### src/design/bc5_block_encoder_core_defines.svh
// Assertion macros shared by the BC5 block encoder RTL.
// Each macro expects i_clk and i_rst_n in the scope of its use.
`ifndef BC5_BLOCK_ENCODER_CORE_DEFINES_SVH
`define BC5_BLOCK_ENCODER_CORE_DEFINES_SVH

// Same-cycle implication.
`define BC5_ASSERT_NOW(label, ante, cons, msg) \
    label: assert property (@(posedge i_clk) disable iff (!i_rst_n) \
        (ante) |-> (cons)) else $error(msg);

// Next-cycle implication.
`define BC5_ASSERT_NEXT(label, ante, cons, msg) \
    label: assert property (@(posedge i_clk) disable iff (!i_rst_n) \
        (ante) |=> (cons)) else $error(msg);

`endif

### src/design/bc5_pkg.sv
// Package for the BC5 block encoder: payload types, sizes and palette math.
// No dependencies.
`default_nettype none
package bc5_pkg;

    localparam int PIX_PER_BLOCK = 16;
    localparam int PAL_SIZE      = 8;
    localparam int CHAN_W        = 8;
    localparam int IDX_W         = 3;
    localparam int PAL_W         = 11;
    localparam int CNT_W         = 4;
    localparam int IDX_BITS      = PIX_PER_BLOCK * IDX_W;
    localparam int DEF_LANES     = 4;

    typedef struct packed {
        logic [CHAN_W-1:0] chan_x;
        logic [CHAN_W-1:0] chan_y;
    } t_pixel;

    typedef struct packed {
        logic [63:0] block_low;
        logic [63:0] block_high;
    } t_block;

    typedef struct packed {
        logic [CHAN_W-1:0] x_hi;
        logic [CHAN_W-1:0] x_lo;
        logic [CHAN_W-1:0] y_hi;
        logic [CHAN_W-1:0] y_lo;
    } t_extrema;

    typedef struct packed {
        logic en;
        logic last;
    } t_enc_ctl;

    typedef logic [PAL_SIZE-1:0][PAL_W-1:0] t_pal;

    function automatic logic [PAL_W-1:0] times7(input logic [CHAN_W-1:0] v);
        logic [PAL_W-1:0] w;
        w = {3'b000, v};
        return (w << 3) - w;
    endfunction

    // Entry 0 is 7*hi, entry 1 is 7*lo, entry k+1 is 7*hi - k*(hi-lo).
    function automatic logic [PAL_W-1:0] pal_entry(input logic [CHAN_W-1:0] hi,
                                                   input logic [CHAN_W-1:0] lo,
                                                   input logic [IDX_W-1:0]  j);
        logic [PAL_W-1:0] d;
        logic [PAL_W-1:0] k;
        logic [PAL_W-1:0] e;
        d = {3'b000, hi - lo};
        k = PAL_W'(j) - PAL_W'(1);
        case (j)
            IDX_W'(0): e = times7(hi);
            IDX_W'(1): e = times7(lo);
            default:   e = times7(hi) - PAL_W'(k * d);
        endcase
        return e;
    endfunction

endpackage
`default_nettype wire

### src/design/bc5_lane.sv
// One channel lane: nearest palette entry for one 8-bit value.
// Depends on bc5_pkg.
`default_nettype none
module bc5_lane (
    input  wire logic [bc5_pkg::CHAN_W-1:0] i_val,
    input  wire bc5_pkg::t_pal              i_pal,
    output logic [bc5_pkg::IDX_W-1:0]       o_idx
);

    logic [bc5_pkg::PAL_W-1:0] w_p7;
    logic [bc5_pkg::PAL_W-1:0] w_dist [bc5_pkg::PAL_SIZE];
    logic [bc5_pkg::PAL_W-1:0] w_d1 [4];
    logic [bc5_pkg::IDX_W-1:0] w_i1 [4];
    logic [bc5_pkg::PAL_W-1:0] w_d2 [2];
    logic [bc5_pkg::IDX_W-1:0] w_i2 [2];

    assign w_p7 = bc5_pkg::times7(i_val);

    always_comb begin
        for (int j = 0; j < bc5_pkg::PAL_SIZE; j++) begin
            w_dist[j] = (w_p7 >= i_pal[j]) ? (w_p7 - i_pal[j]) : (i_pal[j] - w_p7);
        end
    end

    // lower index wins ties at every level of the tree
    always_comb begin
        for (int n = 0; n < 4; n++) begin
            if (w_dist[2*n+1] < w_dist[2*n]) begin
                w_d1[n] = w_dist[2*n+1];
                w_i1[n] = bc5_pkg::IDX_W'(2*n+1);
            end else begin
                w_d1[n] = w_dist[2*n];
                w_i1[n] = bc5_pkg::IDX_W'(2*n);
            end
        end
        for (int n = 0; n < 2; n++) begin
            if (w_d1[2*n+1] < w_d1[2*n]) begin
                w_d2[n] = w_d1[2*n+1];
                w_i2[n] = w_i1[2*n+1];
            end else begin
                w_d2[n] = w_d1[2*n];
                w_i2[n] = w_i1[2*n];
            end
        end
        if (w_d2[1] < w_d2[0]) begin
            o_idx = w_i2[1];
        end else begin
            o_idx = w_i2[0];
        end
    end

endmodule
`default_nettype wire

### src/design/bc5_merge.sv
// Merge stage: gathers lane indices per step and registers the finished block.
// Depends on bc5_pkg.
`default_nettype none
module bc5_merge #(
    parameter int LANES = bc5_pkg::DEF_LANES
) (
    input  wire logic                          i_clk,
    input  wire logic                          i_rst_n,
    input  wire bc5_pkg::t_enc_ctl             i_ctl,
    input  wire bc5_pkg::t_extrema             i_ext,
    input  wire logic [LANES*bc5_pkg::IDX_W-1:0] i_lane_x,
    input  wire logic [LANES*bc5_pkg::IDX_W-1:0] i_lane_y,
    output logic                               o_valid,
    output bc5_pkg::t_block                    o_block
);

    localparam int IB = bc5_pkg::IDX_BITS;
    localparam int LB = LANES * bc5_pkg::IDX_W;

    logic [IB-1:0]    r_idx_x;
    logic [IB-1:0]    r_idx_y;
    logic [IB-1:0]    n_idx_x;
    logic [IB-1:0]    n_idx_y;
    logic [IB+LB-1:0] w_cat_x;
    logic [IB+LB-1:0] w_cat_y;
    logic             r_valid;
    bc5_pkg::t_block  r_block;

    // append this step's lanes at the top, drop the oldest bits
    assign w_cat_x = {i_lane_x, r_idx_x};
    assign w_cat_y = {i_lane_y, r_idx_y};
    assign n_idx_x = w_cat_x[LB +: IB];
    assign n_idx_y = w_cat_y[LB +: IB];

    always_ff @(posedge i_clk) begin
        if (i_ctl.en) begin
            r_idx_x <= n_idx_x;
            r_idx_y <= n_idx_y;
        end
        if (i_ctl.en && i_ctl.last) begin
            r_block.block_low  <= {n_idx_y, i_ext.y_lo, i_ext.y_hi};
            r_block.block_high <= {n_idx_x, i_ext.x_lo, i_ext.x_hi};
        end
    end

    always_ff @(posedge i_clk) begin
        if (!i_rst_n) begin
            r_valid <= 1'b0;
        end else begin
            r_valid <= i_ctl.en & i_ctl.last;
        end
    end

    assign o_valid = r_valid;
    assign o_block = r_block;

endmodule
`default_nettype wire

### src/design/bc5_block_encoder_core.sv
// BC5 block encoder top level: pixel store, extrema, palette and lane array.
// After the 16th pixel transfer the core runs the palette state, then the lane steps;
// the merge stage registers the result strobe on the last step. Throughput: one pixel
// per cycle while loading; busy then holds through the palette state and the lane steps.
// Reset is synchronous; it clears the pixel count, extrema, state and strobe.
// Depends on bc5_pkg, bc5_lane, bc5_merge and bc5_block_encoder_core_defines.svh.
`default_nettype none
`include "bc5_block_encoder_core_defines.svh"
module bc5_block_encoder_core #(
    parameter int LANES = bc5_pkg::DEF_LANES
) (
    input  wire logic            i_clk,
    input  wire logic            i_rst_n,
    input  wire logic            i_start,
    input  wire bc5_pkg::t_pixel i_pixel,
    output logic                 o_busy,
    output logic                 o_valid,
    output bc5_pkg::t_block      o_block
);

    localparam int NPIX      = bc5_pkg::PIX_PER_BLOCK;
    localparam int ENC_STEPS = NPIX / LANES;
    localparam int STEP_W    = (ENC_STEPS > 1) ? $clog2(ENC_STEPS) : 1;

    localparam logic [1:0] ST_LOAD = 2'd0;
    localparam logic [1:0] ST_PAL  = 2'd1;
    localparam logic [1:0] ST_ENC  = 2'd2;

    logic [1:0]                r_state;
    logic [1:0]                n_state;
    logic [bc5_pkg::CNT_W-1:0] r_count;
    logic [STEP_W-1:0]         r_step;
    bc5_pkg::t_extrema         r_ext;
    bc5_pkg::t_extrema         n_ext;
    bc5_pkg::t_extrema         r_snap;
    bc5_pkg::t_pixel           r_store [NPIX];
    bc5_pkg::t_pal             r_pal_x;
    bc5_pkg::t_pal             r_pal_y;
    bc5_pkg::t_enc_ctl         w_ctl;
    logic                      w_accept;
    logic                      w_blk_end;
    logic [LANES*bc5_pkg::IDX_W-1:0] w_lane_x;
    logic [LANES*bc5_pkg::IDX_W-1:0] w_lane_y;

    assign o_busy    = (r_state != ST_LOAD);
    assign w_accept  = i_start & ~o_busy;
    assign w_blk_end = w_accept && (r_count == bc5_pkg::CNT_W'(NPIX - 1));
    assign w_ctl     = '{en: (r_state == ST_ENC), last: (r_step == STEP_W'(ENC_STEPS - 1))};

    always_comb begin
        n_ext = r_ext;
        if (i_pixel.chan_x > r_ext.x_hi) n_ext.x_hi = i_pixel.chan_x;
        if (i_pixel.chan_x < r_ext.x_lo) n_ext.x_lo = i_pixel.chan_x;
        if (i_pixel.chan_y > r_ext.y_hi) n_ext.y_hi = i_pixel.chan_y;
        if (i_pixel.chan_y < r_ext.y_lo) n_ext.y_lo = i_pixel.chan_y;
    end

    always_comb begin
        n_state = r_state;
        case (r_state)
            ST_LOAD: begin
                if (w_blk_end) n_state = ST_PAL;
            end
            ST_PAL:  n_state = ST_ENC;
            ST_ENC: begin
                if (w_ctl.last) n_state = ST_LOAD;
            end
            default: n_state = ST_LOAD;
        endcase
    end

    always_ff @(posedge i_clk) begin
        if (!i_rst_n) begin
            r_state <= ST_LOAD;
            r_count <= '0;
            r_step  <= '0;
            r_ext   <= '{x_hi: '0, x_lo: '1, y_hi: '0, y_lo: '1};
        end else begin
            r_state <= n_state;
            if (w_accept) begin
                r_count <= r_count + 1'b1;
                if (w_blk_end) begin
                    r_ext <= '{x_hi: '0, x_lo: '1, y_hi: '0, y_lo: '1};
                end else begin
                    r_ext <= n_ext;
                end
            end
            if (r_state == ST_ENC) begin
                r_step <= r_step + 1'b1;
            end else begin
                r_step <= '0;
            end
        end
    end

    always_ff @(posedge i_clk) begin
        if (w_blk_end) begin
            r_snap <= n_ext;
        end
        if (r_state == ST_PAL) begin
            for (int j = 0; j < bc5_pkg::PAL_SIZE; j++) begin
                r_pal_x[j] <= bc5_pkg::pal_entry(r_snap.x_hi, r_snap.x_lo,
                                                 bc5_pkg::IDX_W'(j));
                r_pal_y[j] <= bc5_pkg::pal_entry(r_snap.y_hi, r_snap.y_lo,
                                                 bc5_pkg::IDX_W'(j));
            end
        end
        if (w_accept) begin
            r_store[r_count] <= i_pixel;
        end else if (w_ctl.en) begin
            // advance the store by one lane group
            for (int i = 0; i < NPIX - LANES; i++) begin
                r_store[i] <= r_store[i + LANES];
            end
        end
    end

    for (genvar l = 0; l < LANES; l++) begin : g_lane
        bc5_lane u_lane_x (
            .i_val (r_store[l].chan_x),
            .i_pal (r_pal_x),
            .o_idx (w_lane_x[l*bc5_pkg::IDX_W +: bc5_pkg::IDX_W])
        );
        bc5_lane u_lane_y (
            .i_val (r_store[l].chan_y),
            .i_pal (r_pal_y),
            .o_idx (w_lane_y[l*bc5_pkg::IDX_W +: bc5_pkg::IDX_W])
        );
    end

    bc5_merge #(
        .LANES (LANES)
    ) u_merge (
        .i_clk    (i_clk),
        .i_rst_n  (i_rst_n),
        .i_ctl    (w_ctl),
        .i_ext    (r_snap),
        .i_lane_x (w_lane_x),
        .i_lane_y (w_lane_y),
        .o_valid  (o_valid),
        .o_block  (o_block)
    );

    `BC5_ASSERT_NEXT(a_blk_end_busy, w_blk_end, o_busy && (r_count == '0),
        "last pixel transfer did not start encoding")
    `BC5_ASSERT_NEXT(a_single_strobe, o_valid, !o_valid,
        "result strobe held longer than one cycle")
    `BC5_ASSERT_NOW(a_strobe_after_enc, o_valid,
        !o_busy && ($past(r_state) == ST_ENC),
        "result strobe without a finished encode")
    `BC5_ASSERT_NOW(a_snap_order, r_state == ST_ENC,
        (r_snap.x_hi >= r_snap.x_lo) && (r_snap.y_hi >= r_snap.y_lo),
        "block extrema out of order during encode")

endmodule
`default_nettype wire

### config.mk
export PLATFORM = sky130hd
export DESIGN_NAME = bc5_block_encoder_core
export DESIGN_NICKNAME = d
export VERILOG_FILES = /design/src/design/bc5_pkg.sv /design/src/design/bc5_lane.sv /design/src/design/bc5_merge.sv /design/src/design/bc5_block_encoder_core.sv
export VERILOG_INCLUDE_DIRS = /design/src /design/src/design
export SDC_FILE = /design/constraint.sdc
export NUM_CORES = 2
export LEC_CHECK = 0
export CELL_PAD_IN_SITES_DETAIL_PLACEMENT = 1
export CELL_PAD_IN_SITES_GLOBAL_PLACEMENT = 2
export CORE_ASPECT_RATIO = 1.4
export CORE_MARGIN = 2
export CORE_UTILIZATION = 38
export CTS_BUF_LIST = sky130_fd_sc_hd__clkbuf_8
export DETAILED_ROUTE_END_ITERATION = 8
export DONT_BUFFER_PORTS = 1
export PLACE_DENSITY_LB_ADDON = 0.1
export SKIP_CTS_REPAIR_TIMING = 1
export SYNTH_ARGS = -nofsm -noshare
export SYNTH_HDL_FRONTEND = slang
export SYNTH_HIERARCHICAL = 1
export SYNTH_SLANG_ARGS = --single-unit
### constraint.sdc
create_clock -name i_clk -period 10.3 [get_ports i_clk]
set_input_delay 1.545 -clock i_clk [delete_from_list [all_inputs] [get_ports i_clk]]
set_output_delay 1.545 -clock i_clk [all_outputs]
set_load 0.01 [all_outputs]
## Word-level counts from Yosys, hierarchy flattened

Memory sizes are Yosys's and may differ from the RTL's.
Index checks and enable logic that the tools add are counted.
Widths: inputs -> output; s select.

| word-level totals | value |
|---|---|
| register bits after elaboration | 473 |
| memory bits (writable) | 256 |
| input port bits | 19 |
| output and inout port bits | 130 |
| word-level logic and storage cells | 519 |
| memories kept | 1 |

| cells by class | value |
|---|---|
| $add $sub $neg | 156 |
| multiply operators | 6 |
| $lt $le $gt $ge | 124 |
| eq/ne operators | 6 |
| mux-type cells | 184 |
| bitwise logic cells | 3 |
| reductions and logical operators | 7 |

Memory list:

| name | words | width | rd ports | clocked after Yosys merged registers in | wr ports | RTL line | text |
|---|---|---|---|---|---|---|---|
| r_store | 16 | 16 | 16 | 0 | 12 | bc5_block_encoder_core.sv:36 | `bc5_pkg::t_pixel r_store [NPIX];` |

Operators by type and width:

| kind | count |
|---|---|
| $sub 11x11->11 | 132 |
| $mux 11 | 112 |
| $ge 11x11->1 | 64 |
| $lt 11x11->1 | 56 |
| $sub 11x8->11 | 14 |
| $sub 11x10->11 | 4 |
| $mul 2x8->10 const A | 4 |
| $mux 1 | 38 |
| $mux 2 | 18 |
| $mux 32 | 1 |
| $mux 8 | 4 |
| $mux 3 | 8 |
| $mul 3x8->11 const A | 2 |
| $sub 11x9->11 | 2 |
| $gt 8x8->1 | 2 |
| $lt 8x8->1 | 2 |
| $mux 16 | 1 |
| $reduce_or 16->1 | 1 |
| $sub 8x8->8 | 2 |
| $pmux 2 s3 | 1 |
| $add 4x1->4 const B | 1 |
| $eq 2x2->1 const B | 2 |
| $eq 4x4->1 const B | 1 |
| $mux 4 | 1 |
| other kinds (9) | 13 |

## Logic depth before layout (Yosys ltp)

An unclocked memory read counts as a cell.

| logic depth | value |
|---|---|
| depth in word-level cells | 10 |
| mapped depth | 59 |
| depth with buffers taken out | 56 |

## Hierarchy

The synthesis kept the hierarchy.

Modules (own cells, without submodules):

| module | times used | cells an instance | area an instance (um^2) | seq. area each (um^2) |
|---|---|---|---|---|
| bc5_block_encoder_core | 1 | 1989 | 25401.9 | 14343.8 |
| bc5_lane at g_lane[1].u_lane_y ... | 2 | 1442 | 10482.6 | 0.0 |
| bc5_lane at g_lane[3].u_lane_x ... | 2 | 1395 | 10326.2 | 0.0 |
| bc5_lane at g_lane[0].u_lane_y ... | 2 | 1387 | 10233.6 | 0.0 |
| bc5_lane at g_lane[2].u_lane_y | 1 | 1327 | 9952.0 | 0.0 |
| bc5_lane at g_lane[0].u_lane_x | 1 | 1325 | 9877.0 | 0.0 |
| bc5_merge | 1 | 203 | 6038.3 | 6025.8 |

## Worst setup path before layout

Ideal clock, no wire load.

| path | value |
|---|---|
| path type | register -> register |
| start | memory r_store[1][0] (netlist bit) |
| end | register u_merge.r_block (netlist bit u_merge/o_block[119]), data pin |
| setup time | 0.266 ns |
| data arrival time | 10.723 ns |
| required time | 10.034 ns |
| path slack | -0.690 ns |
| cell stages (with the launch flop) | 57 |
| buffers on the path | 3 |
| period minus slack after synthesis | 10.990 ns |
| path through | edfxtp_1 inv_1 ha_1 a31oi_1 nor2b_1 o21ai_0 nand2b_1 a21o_1 a21o_1 xnor2_1 ha_1 buf_6 a21o_1 a21o_1 a221oi_2 nor3b_4 mux2_2 a31o_2 [21 not listed] a21oi_1 o211ai_1 nor2_1 a31oi_2 buf_2 mux2i_1 ha_1 a21o_1 a21oi_1 nor2b_1 o21ai_0 nand2b_1 a21oi_1 o21ai_0 a211o_1 a31oi_1 a41oi_2 mux2_1 |

RTL lines:

| what | RTL line | text |
|---|---|---|
| start, declared | bc5_block_encoder_core.sv:36 |  |
| end, declared | bc5_merge.sv:27 | `bc5_pkg::t_block r_block;` |

==> metrics.txt <==
final setup violation count=4; WL per Instance=29.7 um; CP endpoint kind=register; Fmax achieved=94.9 MHz; grt ovf=0; final cycle utilization of the critical path=102%; Synth cell types=around 140; Cells after Synth=around 13,000; Critical Path RT=roughly 11 ns; largest net degree at the start of global routing=138; startpoint types=register; root buffer cell=clkbuf_8; Synthesized Nets=15,585; Clock Sinks=between 600 and 700; Row Count=237; DRT Pass-1 Iters=6; synthesis-to-finish area growth=22.0%; failing checks=setup timing; most frequent cells in the layout=ha_1, buf_4, inv_1, a21oi_1, a21o_1; commonest non-fill, non-tap cell in the layout=ha_1; post-synthesis register bit count=692; ys async rst share=0%; IO Port Bufs=0; Post-synth EDFFs=651; CTS tree=built; Total GRT Usage=35.6%; Slowest Stage Delay on Critical Path=0.55 ns; Remaining DRCs=0; sequential area share after synthesis=18.0%; layout cell share with drive strength beyond 1=about a fifth; Hold WC Path Type=register to register; CP dominant cell by count=a21o_1; # nets final=between 15,000 and 20,000; worst-skew pair later-pin latency=approximately 0.97 ns; Starting Density=about two fifths; Vias per Instance=5.79; skew final=0.104 ns; run status=finished with violations; post-DP HPWL=464,000 um; Final Critical Period=between 10 and 15 ns; pre-CTS setup slack=-0.759 ns; CP arrival=11.17 ns; Clock Path Buffers=3; top routing layer in use=met5; first-pass GRT wire length=796,000 um; initial antenna violation count=21; Routed WL=563,000 um; Power, Total=about 28 mW; gpl congestion=roughly 1.0; met3 wire length=18,900 um; worst slew pin tran=1.31 ns; CTS HTree Levels=3; die area=0.303 mm^2; Die W=466 um; Hold Violations, Final=0; max-slew violation count=0; TritonCTS Buffers=113; Clk pin slew, worst setup/hold paths=0.07 ns; placed cells=18,470; CORE AREA=0.297 mm^2; post-synthesis cell area=roughly 0.11 mm^2; non-filler instance count after layout=18,935; vias in the first global route=116,923; DR vias=between 100k and 150k; Initial DRC Count=approximately 5,700; Max transition margin=between 10% and 20%; Met2 Routed Length=281,000 um; ys flop type=edfxtp_1; Die H=650 um; kind of critical path=register to register; remaining antenna violation count=0; Peak VDD IR=417 uV; Top-Level Pins=149; P_leak=67.3 nW; unrepaired setup endpoints after global routing=true; fin worst setup slack=-0.240 ns; M1 WL=196,000 um; # Max-Cap Violations=0; crit-path max FO=5; power density cells=202 mW/mm^2; Avg Inst Size Synth=8.53 um^2; YS warnings=6; Slowest cell on crit path=xor2_2
-- area by class of cell --
class / count / area, um^2
multi-input combinational: 10588 / 89800
inverter: 1672 / 6300
antenna: 19 / 47.5
clock inverter: 95 / 868
timing repair buffer: 1808 / 14300
tap: 3943 / 4930
clock buffer: 118 / 1620
sequential: 692 / 20400
fill: 34945 / 159000
-- registers in the layout, summed over array words and instances (netlist names) --
name	count
r_ext	32
u_merge/o_block	128
u_merge/o_valid	1
r_store	256
u_merge/r_idx_x	36
r_pal_x	82
r_pal_y	81
r_snap	32
u_merge/r_idx_y	36
r_step	2
r_count	4
r_state	2
-- worst max-delay path: cells and delay by family, from the launching register on --
kind	cells	cell delay, ns
mux	4	1.28
xor+xnor	2	0.72
compound gates	24	4.21
flops	1	0.45
simple gates	14	1.98
buf+inv	5	0.56
fa+ha+maj	4	1.05
-- final timing paths --
check,from,to,slack (ns),depth (start not counted)
setup / recovery,r_store[2][8],u_merge/o_block[58],-0.24,53
hold / removal,u_merge/r_idx_x[43],u_merge/r_idx_x[31],0.40,0
setup reg to reg,r_store[2][8],u_merge/o_block[58],-0.24,53
hold reg to reg,u_merge/r_idx_x[43],u_merge/r_idx_x[31],0.40,0
-- through the flow --
step	hold WS [ns]	setup TNS (ns)	util [%]	instance area [um^2]
2_1_floorplan	0.396	0	-	114000
3_3_place_gp	0.402	-10.72	43.5	129000
3_5_place_dp	0.405	-19.96	43.5	129000
4_1_cts	0.417	-22.61	44.3	132000
5_1_grt	0.403	-10.94	46.5	138000
6_report	0.403	-0.796	46.5	138000
-- Yosys cell counts (all sizes together), types with 161 or more instances --
master,instances,area (um^2)
mux2,219,2480
fa,161,3220
nand2,664,2520
edfxtp,651,19500
nor2b,292,1830
ha,2113,26400
o21a,183,1370
o21ai,835,4210
a211oi,196,1570
nand3,186,936
a21oi,1056,5340
xnor2,520,4610
xor2,241,2110
a21o,780,5860
clkbuf,218,822
nor2,574,2160
nor3,203,1050
inv,1670,6270
nand2b,223,1400
mux2i,527,5280
-- cell families (layout without fill, tap and decap cells) --
logic type	count (synthesis)	in the layout	share of synthesized area, %
DFF	692	692	18.0
other	0	19	0
xor gates and xnor gates	761	761	5.93
AOI/OAI and AO/OA	4051	4051	23.7
muxes	746	746	6.84
buffers and inverters	2012	3693	6.88
and+or+nand+nor	2731	2731	12.3
adders and majority gates	2299	2299	26.4
-- report_power, final --
group          internal, mW  switching (mW)  total [mW]  leakage [nW]
clock                  1.42            1.37        2.78          1.30
sequential             3.30          0.0196        3.32          6.20
combinational          10.1            11.8        21.8          59.8
total                  14.8            13.1        27.9          67.3
-- layer usage --
metal  vias to the layer above  global-route usage (%)
met4                        20                    34.8
met1                     54818                    35.0
met3                      1495                    4.24
li1                      50828                       -
met5                         -                       0
met2                      2467                    63.9
Power figures use the tool's default switching activity.
